<file path="config.mk">
export PLATFORM = sky130hd
export DESIGN_NAME = in_order_result_reorder_core
export DESIGN_NICKNAME = d
export VERILOG_FILES = /design/src/sv/rorb_pkg.sv /design/src/sv/rorb_slot_mem.sv /design/src/sv/in_order_result_reorder_core.sv
export SDC_FILE = /design/constraint.sdc
export NUM_CORES = 2
export LEC_CHECK = 0
export ABC_CLOCK_PERIOD_IN_PS = 11500
export BUFFER_PORTS_ARGS = -buffer_cell sky130_fd_sc_hd__buf_2
export CORE_AREA = 2 2 436 438
export DETAILED_ROUTE_END_ITERATION = 10
export DIE_AREA = 0 0 438 440
export PLACE_DENSITY = 0.59
export SLEW_MARGIN = 20
export SYNTH_ARGS = -nofsm -noshare
export SYNTH_HDL_FRONTEND = slang
export SYNTH_HIERARCHICAL = 1
export SYNTH_SLANG_ARGS = --single-unit
export TNS_END_PERCENT = 20
</file>
<file path="constraint.sdc">
create_clock -name clock -period 11.5 [get_ports clock]
set_input_delay 0 -clock clock [delete_from_list [all_inputs] [get_ports clock]]
set_output_delay 0 -clock clock [all_outputs]
set_load 0.05 [all_outputs]
</file>
<file path="src/sv/rorb_pkg.sv">
// ----------------------------------------------------------------------------
// Reorder core package
// Item types and fixed constants of the in-order result reorder core.
// ----------------------------------------------------------------------------
`default_nettype none

package rorb_pkg;

   localparam int MAX_RESULTS = 16;
   localparam int CNT_W       = $clog2(MAX_RESULTS + 1);

   localparam logic STATUS_EMITTED = 1'b0;
   localparam logic STATUS_DROPPED = 1'b1;

   typedef struct packed {
      logic [15:0] sequence_number;
      logic [7:0]  move_count;
      logic [47:0] probe_count;
      logic [31:0] payload_handle;
   } req_type;

   typedef struct packed {
      logic [15:0] out_sequence;
      logic [31:0] out_payload;
      logic [47:0] out_probes;
      logic        last_of_run;
      logic        status;
      logic [31:0] solved_total;
      logic [31:0] missed_total;
      logic [63:0] probe_total;
   } rsp_type;

   typedef struct packed {
      logic [15:0] sequence_number;
      logic [31:0] payload_handle;
      logic [47:0] probe_count;
   } slot_type;

endpackage

`default_nettype wire

</file>
<file path="src/sv/rorb_slot_mem.sv">
// ----------------------------------------------------------------------------
// Reorder slot memory
// Window slot storage with one write port and one registered read port.
// ----------------------------------------------------------------------------
`default_nettype none

module rorb_slot_mem #(
   parameter int DEPTH = 16,
   localparam int ADDR_W = $clog2(DEPTH)
) (
   input  wire logic               clock,
   input  wire logic               wr_en,
   input  wire logic [ADDR_W-1:0]  wr_addr,
   input  wire rorb_pkg::slot_type wr_data,
   input  wire logic               rd_en,
   input  wire logic [ADDR_W-1:0]  rd_addr,
   output rorb_pkg::slot_type      rd_data
);

   rorb_pkg::slot_type mem_ff [DEPTH];
   rorb_pkg::slot_type rd_data_ff;

   always_ff @(posedge clock) begin
      if (wr_en) begin
         mem_ff[wr_addr] <= wr_data;
      end
      if (rd_en) begin
         rd_data_ff <= mem_ff[rd_addr];
      end
   end

   assign rd_data = rd_data_ff;

endmodule

`default_nettype wire

</file>
<file path="src/sv/in_order_result_reorder_core.sv">
// ----------------------------------------------------------------------------
// In-order result reorder core
// Releases sequence-tagged results in order, parking early ones in a window.
// ----------------------------------------------------------------------------
// An item is taken at a rising edge with start high and busy low. Results
// appear on rsp_data for one cycle each, marked by rsp_strobe; the receiver
// cannot stall them. csr_wr_en writes the target move limit at once.
// An item ahead of the expected sequence, inside the window, is parked and
// keeps busy high only in the classify state. An item outside the window is
// dropped there; its single dropped result shows in the first idle cycle.
// An item that matches the expected sequence releases a run of n results
// (itself plus up to n-1 parked successors, n at most 16). A scan over the
// window slots, one slot a cycle through the single read port of the slot
// memory and one shared 64-bit adder, comes before the run is emitted.
// Busy stays high through the classify, scan and emit states; the n results
// follow in consecutive cycles, the last one in the first idle cycle.
// Reset clears all control state and counters and sets the expected sequence
// to 1; the block accepts items in the first cycle after reset.
// ----------------------------------------------------------------------------
`default_nettype none

module in_order_result_reorder_core #(
   parameter int WINDOW_DEPTH = 16
) (
   input  wire logic              clock,
   input  wire logic              reset,
   input  wire logic              start,
   output logic                   busy,
   input  wire rorb_pkg::req_type req_data,
   output logic                   rsp_strobe,
   output rorb_pkg::rsp_type      rsp_data,
   input  wire logic              csr_wr_en,
   input  wire logic [7:0]        csr_wr_data
);

   localparam int IDX_W = $clog2(WINDOW_DEPTH);
   localparam int CNT_W = rorb_pkg::CNT_W;

   typedef enum logic [1:0] {
      ST_IDLE,
      ST_CLASSIFY,
      ST_SCAN,
      ST_EMIT
   } state_type;

   state_type              state_ff, state_in;
   rorb_pkg::req_type      item_ff, item_in;
   logic [15:0]            dist_ff, dist_in;
   logic [15:0]            expected_ff, expected_in;
   logic [IDX_W-1:0]       head_ff, head_in;
   logic [IDX_W-1:0]       emit_ptr_ff, emit_ptr_in;
   logic [WINDOW_DEPTH-1:0] valid_ff, valid_in;
   logic [CNT_W-1:0]       cnt_ff, cnt_in;
   logic [CNT_W-1:0]       emit_idx_ff, emit_idx_in;
   logic                   pend_ff, pend_in;
   logic [31:0]            solved_ff, solved_in;
   logic [31:0]            missed_ff, missed_in;
   logic [63:0]            sum_ff, sum_in;
   logic [7:0]             target_ff, target_in;
   logic                   rsp_strobe_ff, rsp_strobe_in;
   rorb_pkg::rsp_type      rsp_ff, rsp_in;

   logic                   wr_en;
   logic [IDX_W-1:0]       wr_addr;
   rorb_pkg::slot_type     wr_data;
   logic                   rd_en;
   logic [IDX_W-1:0]       rd_addr;
   rorb_pkg::slot_type     rd_data;

   logic [IDX_W-1:0]       head_next;
   logic [IDX_W-1:0]       emit_ptr_next;
   logic [IDX_W:0]         slot_sum;
   logic [IDX_W-1:0]       slot_addr;
   logic [47:0]            add_operand;
   logic [63:0]            add_result;
   logic                   scan_issue;
   logic                   emit_last;

   always_comb begin
      head_next     = (head_ff == IDX_W'(WINDOW_DEPTH - 1)) ? '0 : head_ff + 1'b1;
      emit_ptr_next = (emit_ptr_ff == IDX_W'(WINDOW_DEPTH - 1)) ? '0 : emit_ptr_ff + 1'b1;
      slot_sum      = {1'b0, head_ff} + {1'b0, dist_ff[IDX_W-1:0]};
      if (slot_sum >= (IDX_W + 1)'(WINDOW_DEPTH)) begin
         slot_addr = IDX_W'(slot_sum - (IDX_W + 1)'(WINDOW_DEPTH));
      end else begin
         slot_addr = slot_sum[IDX_W-1:0];
      end
      add_operand = (state_ff == ST_CLASSIFY) ? item_ff.probe_count : rd_data.probe_count;
      add_result  = sum_ff + {16'b0, add_operand};
      scan_issue  = valid_ff[head_ff] && (cnt_ff < CNT_W'(rorb_pkg::MAX_RESULTS));
      emit_last   = (emit_idx_ff + CNT_W'(1)) == cnt_ff;
   end

   always_comb begin
      state_in      = state_ff;
      item_in       = item_ff;
      dist_in       = dist_ff;
      expected_in   = expected_ff;
      head_in       = head_ff;
      emit_ptr_in   = emit_ptr_ff;
      valid_in      = valid_ff;
      cnt_in        = cnt_ff;
      emit_idx_in   = emit_idx_ff;
      pend_in       = 1'b0;
      solved_in     = solved_ff;
      missed_in     = missed_ff;
      sum_in        = sum_ff;
      target_in     = csr_wr_en ? csr_wr_data : target_ff;
      rsp_strobe_in = 1'b0;
      rsp_in        = rsp_ff;
      wr_en         = 1'b0;
      wr_addr       = slot_addr;
      wr_data       = '{sequence_number: item_ff.sequence_number,
                        payload_handle:  item_ff.payload_handle,
                        probe_count:     item_ff.probe_count};
      rd_en         = 1'b0;
      rd_addr       = head_ff;

      unique case (state_ff)
         ST_IDLE: begin
            if (start) begin
               item_in   = req_data;
               dist_in   = req_data.sequence_number - expected_ff;
               solved_in = solved_ff + 32'd1;
               if ((target_ff != 8'd0) && (req_data.move_count > target_ff)) begin
                  missed_in = missed_ff + 32'd1;
               end
               state_in = ST_CLASSIFY;
            end
         end
         ST_CLASSIFY: begin
            if (dist_ff == 16'd0) begin
               valid_in[head_ff] = 1'b0;
               sum_in            = add_result;
               expected_in       = expected_ff + 16'd1;
               head_in           = head_next;
               emit_ptr_in       = head_next;
               cnt_in            = CNT_W'(1);
               state_in          = ST_SCAN;
            end else if (dist_ff < 16'(WINDOW_DEPTH)) begin
               wr_en              = 1'b1;
               valid_in[slot_addr] = 1'b1;
               state_in           = ST_IDLE;
            end else begin
               rsp_strobe_in = 1'b1;
               rsp_in = '{out_sequence: item_ff.sequence_number,
                          out_payload:  item_ff.payload_handle,
                          out_probes:   item_ff.probe_count,
                          last_of_run:  1'b1,
                          status:       rorb_pkg::STATUS_DROPPED,
                          solved_total: solved_ff,
                          missed_total: missed_ff,
                          probe_total:  sum_ff};
               state_in = ST_IDLE;
            end
         end
         ST_SCAN: begin
            if (pend_ff) begin
               sum_in = add_result;
            end
            if (scan_issue) begin
               rd_en             = 1'b1;
               rd_addr           = head_ff;
               pend_in           = 1'b1;
               valid_in[head_ff] = 1'b0;
               head_in           = head_next;
               expected_in       = expected_ff + 16'd1;
               cnt_in            = cnt_ff + CNT_W'(1);
            end else begin
               emit_idx_in = '0;
               state_in    = ST_EMIT;
            end
         end
         ST_EMIT: begin
            rd_addr = emit_ptr_ff;
            if (!emit_last) begin
               rd_en       = 1'b1;
               emit_ptr_in = emit_ptr_next;
            end
            rsp_strobe_in = 1'b1;
            if (emit_idx_ff == '0) begin
               rsp_in.out_sequence = item_ff.sequence_number;
               rsp_in.out_payload  = item_ff.payload_handle;
               rsp_in.out_probes   = item_ff.probe_count;
            end else begin
               rsp_in.out_sequence = rd_data.sequence_number;
               rsp_in.out_payload  = rd_data.payload_handle;
               rsp_in.out_probes   = rd_data.probe_count;
            end
            rsp_in.last_of_run  = emit_last;
            rsp_in.status       = rorb_pkg::STATUS_EMITTED;
            rsp_in.solved_total = solved_ff;
            rsp_in.missed_total = missed_ff;
            rsp_in.probe_total  = sum_ff;
            emit_idx_in = emit_idx_ff + CNT_W'(1);
            if (emit_last) begin
               state_in = ST_IDLE;
            end
         end
         default: begin
            state_in = ST_IDLE;
         end
      endcase
   end

   always_ff @(posedge clock) begin
      if (reset) begin
         state_ff      <= ST_IDLE;
         expected_ff   <= 16'd1;
         head_ff       <= '0;
         valid_ff      <= '0;
         cnt_ff        <= '0;
         pend_ff       <= 1'b0;
         solved_ff     <= '0;
         missed_ff     <= '0;
         sum_ff        <= '0;
         target_ff     <= '0;
         rsp_strobe_ff <= 1'b0;
      end else begin
         state_ff      <= state_in;
         expected_ff   <= expected_in;
         head_ff       <= head_in;
         valid_ff      <= valid_in;
         cnt_ff        <= cnt_in;
         pend_ff       <= pend_in;
         solved_ff     <= solved_in;
         missed_ff     <= missed_in;
         sum_ff        <= sum_in;
         target_ff     <= target_in;
         rsp_strobe_ff <= rsp_strobe_in;
      end
      item_ff     <= item_in;
      dist_ff     <= dist_in;
      emit_ptr_ff <= emit_ptr_in;
      emit_idx_ff <= emit_idx_in;
      rsp_ff      <= rsp_in;
   end

   rorb_slot_mem #(
      .DEPTH(WINDOW_DEPTH)
   ) u_slot_mem (
      .clock   (clock),
      .wr_en   (wr_en),
      .wr_addr (wr_addr),
      .wr_data (wr_data),
      .rd_en   (rd_en),
      .rd_addr (rd_addr),
      .rd_data (rd_data)
   );

   assign busy       = (state_ff != ST_IDLE);
   assign rsp_strobe = rsp_strobe_ff;
   assign rsp_data   = rsp_ff;

endmodule

`default_nettype wire

</file>
## Word-level counts from Yosys, hierarchy flattened

Memories as Yosys holds them, arrays and structs flattened. A register that Yosys moved wholly into a read port is not among the register bits.
Index checks and enable logic that the tools add are counted.

| cells by class | value |
|---|---|
| reduce and logical (&&, ||, !) cells | 22 |
| $add $sub $neg | 11 |
| magnitude comparators | 8 |
| bitwise logic cells | 4 |
| muxes and demuxes | 51 |
| equal/unequal tests | 16 |

Operators by type and width:

| operator | number |
|---|---|
| 226-bit 2-to-1 mux | 2 |
| 226-bit case mux with 2 select lines | 1 |
| 64-bit 2-to-1 mux | 2 |
| 64-bit case mux with 2 select lines | 1 |
| 96-bit 2-to-1 mux | 1 |
| 16-bit 2-to-1 mux | 5 |
| 32-bit by 1-bit adder with 32-bit output (second input constant) | 2 |
| 64-bit by 48-bit adder with 64-bit output | 1 |
| 16-bit case mux with 2 select lines | 2 |
| 48-bit 2-to-1 mux | 1 |
| 4-bit 2-to-1 mux | 7 |
| 3-bit AND reduction | 7 |
| 5-bit case mux with 2 select lines | 2 |
| 16-bit by 1-bit adder with 16-bit output (second input constant) | 1 |
| 16-bit bitwise AND | 1 |
| 16-bit logical NOT | 1 |
| 16-bit by 5-bit less-than comparator with 1-bit output (second input constant) | 1 |
| 2-bit != test (second input constant) | 8 |
| 16-bit inverter | 1 |
| 16-bit bitwise OR | 1 |
| 4-bit case mux with 2 select lines | 2 |
| 16-bit subtractor | 1 |
| 5-bit 2-to-1 mux | 3 |
| 1-bit 2-to-1 mux | 12 |
| other kinds (28) | 46 |

| storage, ports and cells | value |
|---|---|
| memories kept | 1 |
| input bits | 116 |
| register bits | 528 |
| memory bits (writable) | 1536 |

Memory list:

| name | words | width | rd ports | clocked after memory_dff | wr ports | RTL line | text |
|---|---|---|---|---|---|---|---|
| u_slot_mem.mem_ff | 16 | 96 | 1 | 1 | 1 | rorb_slot_mem.sv:20 | `rorb_pkg::slot_type mem_ff [DEPTH];` |

## Depth between registers and ports, before layout

| logic depth | value |
|---|---|
| depth in word-level cells | 11 |
| mapped depth | 19 |
| mapped depth without buffers | 16 |

## Cells and area by module

Netlist, hierarchy kept.

Modules (own cells, without submodules):

| module | cells an instance | area an instance (sq um) | instances |
|---|---|---|---|
| rorb_slot_mem | 2460 | 60316.6 | 1 |
| in_order_result_reorder_core | 2026 | 23941.7 | 1 |

## Worst setup path before layout

No wires, ideal clock.

| path | value |
|---|---|
| path kind | reg-to-reg |
| from | register state_ff[0] |
| to | memory u_slot_mem/mem_ff[0][0] in the netlist's numbering, enable pin |
| stages on the path, launching flop included | 8 |
| clock period less this slack | 9.045 ns |
| buffers on the path | 2 |
| data arrival time | 8.377 ns |
| setup slack | 2.455 ns |
| cell sequence | dfxtp_1 ha_1 clkbuf_1 clkbuf_1 nand2_1 nor2_1 or3b_2 nor3_1 |

| on the way | value |
|---|---|
| word-level cells in the longest chain between the ends | 4 |

RTL lines:

| item | RTL line | text |
|---|---|---|
| from (decl) | in_order_result_reorder_core.sv:46 | `state_type state_ff, state_in;` |
| from (signal assigned) | in_order_result_reorder_core.sv:220 | `state_ff <= state_in;` |
| 2-bit by 1-bit equality test with 1-bit output | in_order_result_reorder_core.sv:119 | `unique case (state_ff)` |
| 1-bit 2-to-1 mux | in_order_result_reorder_core.sv:119 |  |
| net wr_en | in_order_result_reorder_core.sv:63 | `logic wr_en;` |
| 1-bit 2-to-1 mux | rorb_slot_mem.sv:24 | `if (wr_en) begin` |
| 1-bit 2-to-1 mux (implied by the code) | rorb_slot_mem.sv:25 | `mem_ff[wr_addr] <= wr_data;` |
| to (decl) | rorb_slot_mem.sv:20 |  |

The timed path passes the listed nets, and every way through them passes these cells.

## Final worst setup path

| path | value |
|---|---|
| from | register state_ff[0] |
| to | memory u_slot_mem/mem_ff[13][44] in the netlist's numbering, enable pin |

The elaborated chain is that of the path after synthesis.

==> flow_summary.json <==
{
  "min_delay_path_depth": 4,
  "syn-cell-area_um2": 84300,
  "final_layout_size_suffix_gt1_share_pct": 24.7,
  "pwr-share-seq_pct": 52.0,
  "p_leak_nw": 32.2,
  "synth_seq_cells": 2160,
  "finish.net_count": 5368,
  "crit_fanout": 55,
  "p_int_mw": 13.2,
  "r2r-start": "state_ff[0]$_SDFFE_PP0P_",
  "fin_util_pct": 52.2,
  "final.setup.tns_ns": 0,
  "period_share_pct": 45.6,
  "synth.distinct_cells": 76,
  "finClkSkew_ns": 0.0309,
  "wirelength_um": 211000,
  "synth_edf_count": 1979,
  "netlist_instances": 4486,
  "critical_path_required_ns": 11.95,
  "vias": 44525,
  "start_util_pct": 44.7,
  "netlist_top_cells_count": "edfxtp_1, mux4_2, nand2_1, a22oi_1, nor2_1",
  "avgSynthCellArea_um2": 18.8,
  "synthesis.nets": 4700,
  "synth-main-ff-cell": "edfxtp_1",
  "hp-start": "req_data[103]",
  "power.density_nw_per_um2": 173,
  "yosysWarnings": 6,
  "clkPwrFrac_pct": 40.9,
  "p_switching_mw": 3.86,
  "drtAntennaViolNets": 0,
  "end_kind": "register",
  "dp_hpwl_um": 114000,
  "netlist.area_leader.share_pct": 70.5,
  "grt_first_pass_wirelength_um": 308000,
  "portBuffers": 343,
  "gp_congestion": 0.870,
  "grt_usage_pct": 21.7,
  "cp_data_arrival_time_ns": 5.69,
  "rsz0062_at_grt": "false",
  "htree_num_levels": 4,
  "drt_iter0_drc": 3964,
  "ioPinCount": 344,
  "p_sw_share_pct": 22.7,
  "grt_antenna_before_repair": 2,
  "core_um2": 189000,
  "area.growth.synth_to_final_pct": 16.7,
  "r2r_end": "u_slot_mem/mem_ff[13][44]$_DFFE_PP_",
  "numCtsBuffers": 219,
  "filler_cell_count": 15174,
  "setup.worst_path.class": "reg2reg",
  "die_x_um": 438,
  "die_area_um2": 193000,
  "cts_tree": "built",
  "start_kind": "register",
  "worst_slew_margin_rel_pct": 23.8,
  "post_drt_via_cell_ratio": 5.67,
  "rows": 160,
  "drc": 0,
  "synthTopCellsByArea": "edfxtp_1, mux4_2, dfxtp_1",
  "clockRootBuffer": "clkbuf_16",
  "yosysMostFrequentCell": "edfxtp_1",
  "reg2reg_slack_ns": 6.25,
  "slew_viol_final": 0,
  "cts.sinks": 2160,
  "finalHoldViolations": 0,
  "hold-path-endpoint": "dist_ff[15]$_DFFE_PP_",
  "yosysSeqAreaShare_pct": 74.8,
  "insertion_delay_ns": 0.85,
  "async_reset_ff_share_pct": 0,
  "ctsResizeCount": 0,
  "max_slew.worst_pin.slew_ns": 1.14,
  "finalSetupViolations": 0,
  "path_clk_slew_ns": 0.06,
  "grt_pass1_vias": 45062,
  "hold_class": "in2reg",
  "drv_cap": 0,
  "min_period_ns": 5.25,
  "die_height_um": 440,
  "combinationalPowerShare_pct": 7.0,
  "fmax_mhz": 191,
  "peakVddDrop_v": 0.000157,
  "routedWlPerCell_um": 26.9,
  "finalPower_mw": 17.1,
  "globalRouteOverflowTotal": 0,
  "worst_r2r_path_depth": 7,
  "grt_max_degree": 150,
  "clk_path_buf_depth": 3,
  "drt_pass1_iterations": 5,
  "status": "finished clean",
  "yosysTopAreaCell": "edfxtp_1"
}
==> critical path, stage by stage (launching register included) <==
cell	delay, ns
dfxtp_1	0.44
ha_4	0.89
nand2_1	0.24
nor2_1	0.30
nand3_1	0.34
nor2_4	0.87
buf_4	0.75
buf_4	0.84
==> cell families after synthesis <==
| group | share of synthesized area [%] |
|---|---|
| simple gates | 3.82 |
| xor+xnor | 1.44 |
| buf+inv | 1.54 |
| compound gates | 4.36 |
| fa+ha+maj | 1.48 |
| mux | 12.5 |
| flops | 74.8 |
==> cell usage in the layout (no fill, tap or decap), types with 12 or more instances in the layout <==
cell,netlist,routed
a22oi_1,192,192
mux4_2,389,389
nor2_1,184,171
nand2b_1,15,15
dlygate4sd3_1,0,230
nand2_1,283,282
ha_1,95,94
xor2_1,69,69
or3_1,22,22
dfxtp_1,181,181
mux2_2,148,148
nand3b_1,12,12
inv_1,69,69
a21o_1,29,29
clkbuf_1,107,52
a21oi_1,146,146
nor2_4,0,13
xnor2_1,70,70
a211oi_1,17,17
nand3_1,52,52
buf_2,18,342
clkinv_2,0,42
bufinv_16,0,17
o21ai_0,103,101
edfxtp_1,1979,1979
mux2i_1,12,12
nand4_1,33,33
buf_4,23,71
clkinv_1,1,49
nor3_1,23,19
clkbuf_16,0,223
and3_1,27,26
==> area by class of cell <==
cell class	instances	area (µm²)	share of cell area, %
clock buffers	285	5910	6.01
diodes	2	5.00	0.00509
well taps	2511	3140	3.19
repair buffers	650	4680	4.76
inverters	71	272	0.276
multi-input cells	2052	20100	20.4
clock inverters	127	1190	1.21
flip-flops and latches	2160	63100	64.1
==> routing by layer <==
metal	vias up	routed length [µm]	share of wire (%)	track usage, %
li1	19367	-	-	-
met1	23540	90100	43	29.7
met2	1329	105000	50	36.6
met3	289	10700	5.1	3.08
met4	0	5080	2.4	5.90
met5	-	0	0	0
==> worst max-delay path by stage <==
stage / from / to / cells after the start
after floorplan: state_ff[0]$_SDFFE_PP0P_ / u_slot_mem/mem_ff[0][0]$_DFFE_PP_ / 7
after global placement: state_ff[0]$_SDFFE_PP0P_ / u_slot_mem/mem_ff[13][35]$_DFFE_PP_ / 7
after detailed placement: state_ff[0]$_SDFFE_PP0P_ / u_slot_mem/mem_ff[13][44]$_DFFE_PP_ / 7
after CTS: state_ff[0]$_SDFFE_PP0P_ / u_slot_mem/mem_ff[13][44]$_DFFE_PP_ / 7
after global routing: head_ff[0]$_SDFFE_PP0P_ / u_slot_mem/mem_ff[13][44]$_DFFE_PP_ / 8
final: state_ff[0]$_SDFFE_PP0P_ / u_slot_mem/mem_ff[13][44]$_DFFE_PP_ / 7
==> flip-flops by register name, summed over array words and instances (netlist names), named ones only <==
signal,count
target_ff,8
state_ff,1
solved_ff,32
valid_ff,16
rsp_strobe,1
emit_idx_ff,5
sum_ff,64
emit_ptr_ff,4
u_slot_mem/mem_ff,1536
u_slot_mem/rd_data,96
pend_ff,1
missed_ff,32
head_ff,4
cnt_ff,5
expected_ff,16
item_ff,96
dist_ff,16
rsp_data,226
==> what timing repair did <==
action | 4_1_cts | 5_1_grt
setup buffers | 0 | 0
hold endpoints to repair | 247 | 0
hold buffers | 230 | 0
==> power groups by stage <==
stage | clock network (mW) | logic [mW] | registers, mW
floorplan | 0 | 0.672 | 9.19
global placement | 0 | 1.14 | 9.04
detailed placement | 0 | 1.15 | 9.04
CTS | 7.13 | 1.21 | 8.88
global route | 7.42 | 1.29 | 8.89
finish | 6.98 | 1.20 | 8.87
==> metrics by stage <==
step / setup slack, ns / instances / area [µm²] / hold slack (ns)
after floorplan: 2.46 / 4486 / 84300 / 0.0989
after detailed placement: 6.28 / 7212 / 88900 / 0.178
after global routing: 6.03 / 7857 / 98400 / 0.228
final: 6.25 / 7858 / 98400 / 0.218
after global placement: 6.41 / 7212 / 88900 / 0.178
after CTS: 6.23 / 7854 / 98300 / 0.140
No activity file was read; power rests on OpenSTA's default activity.
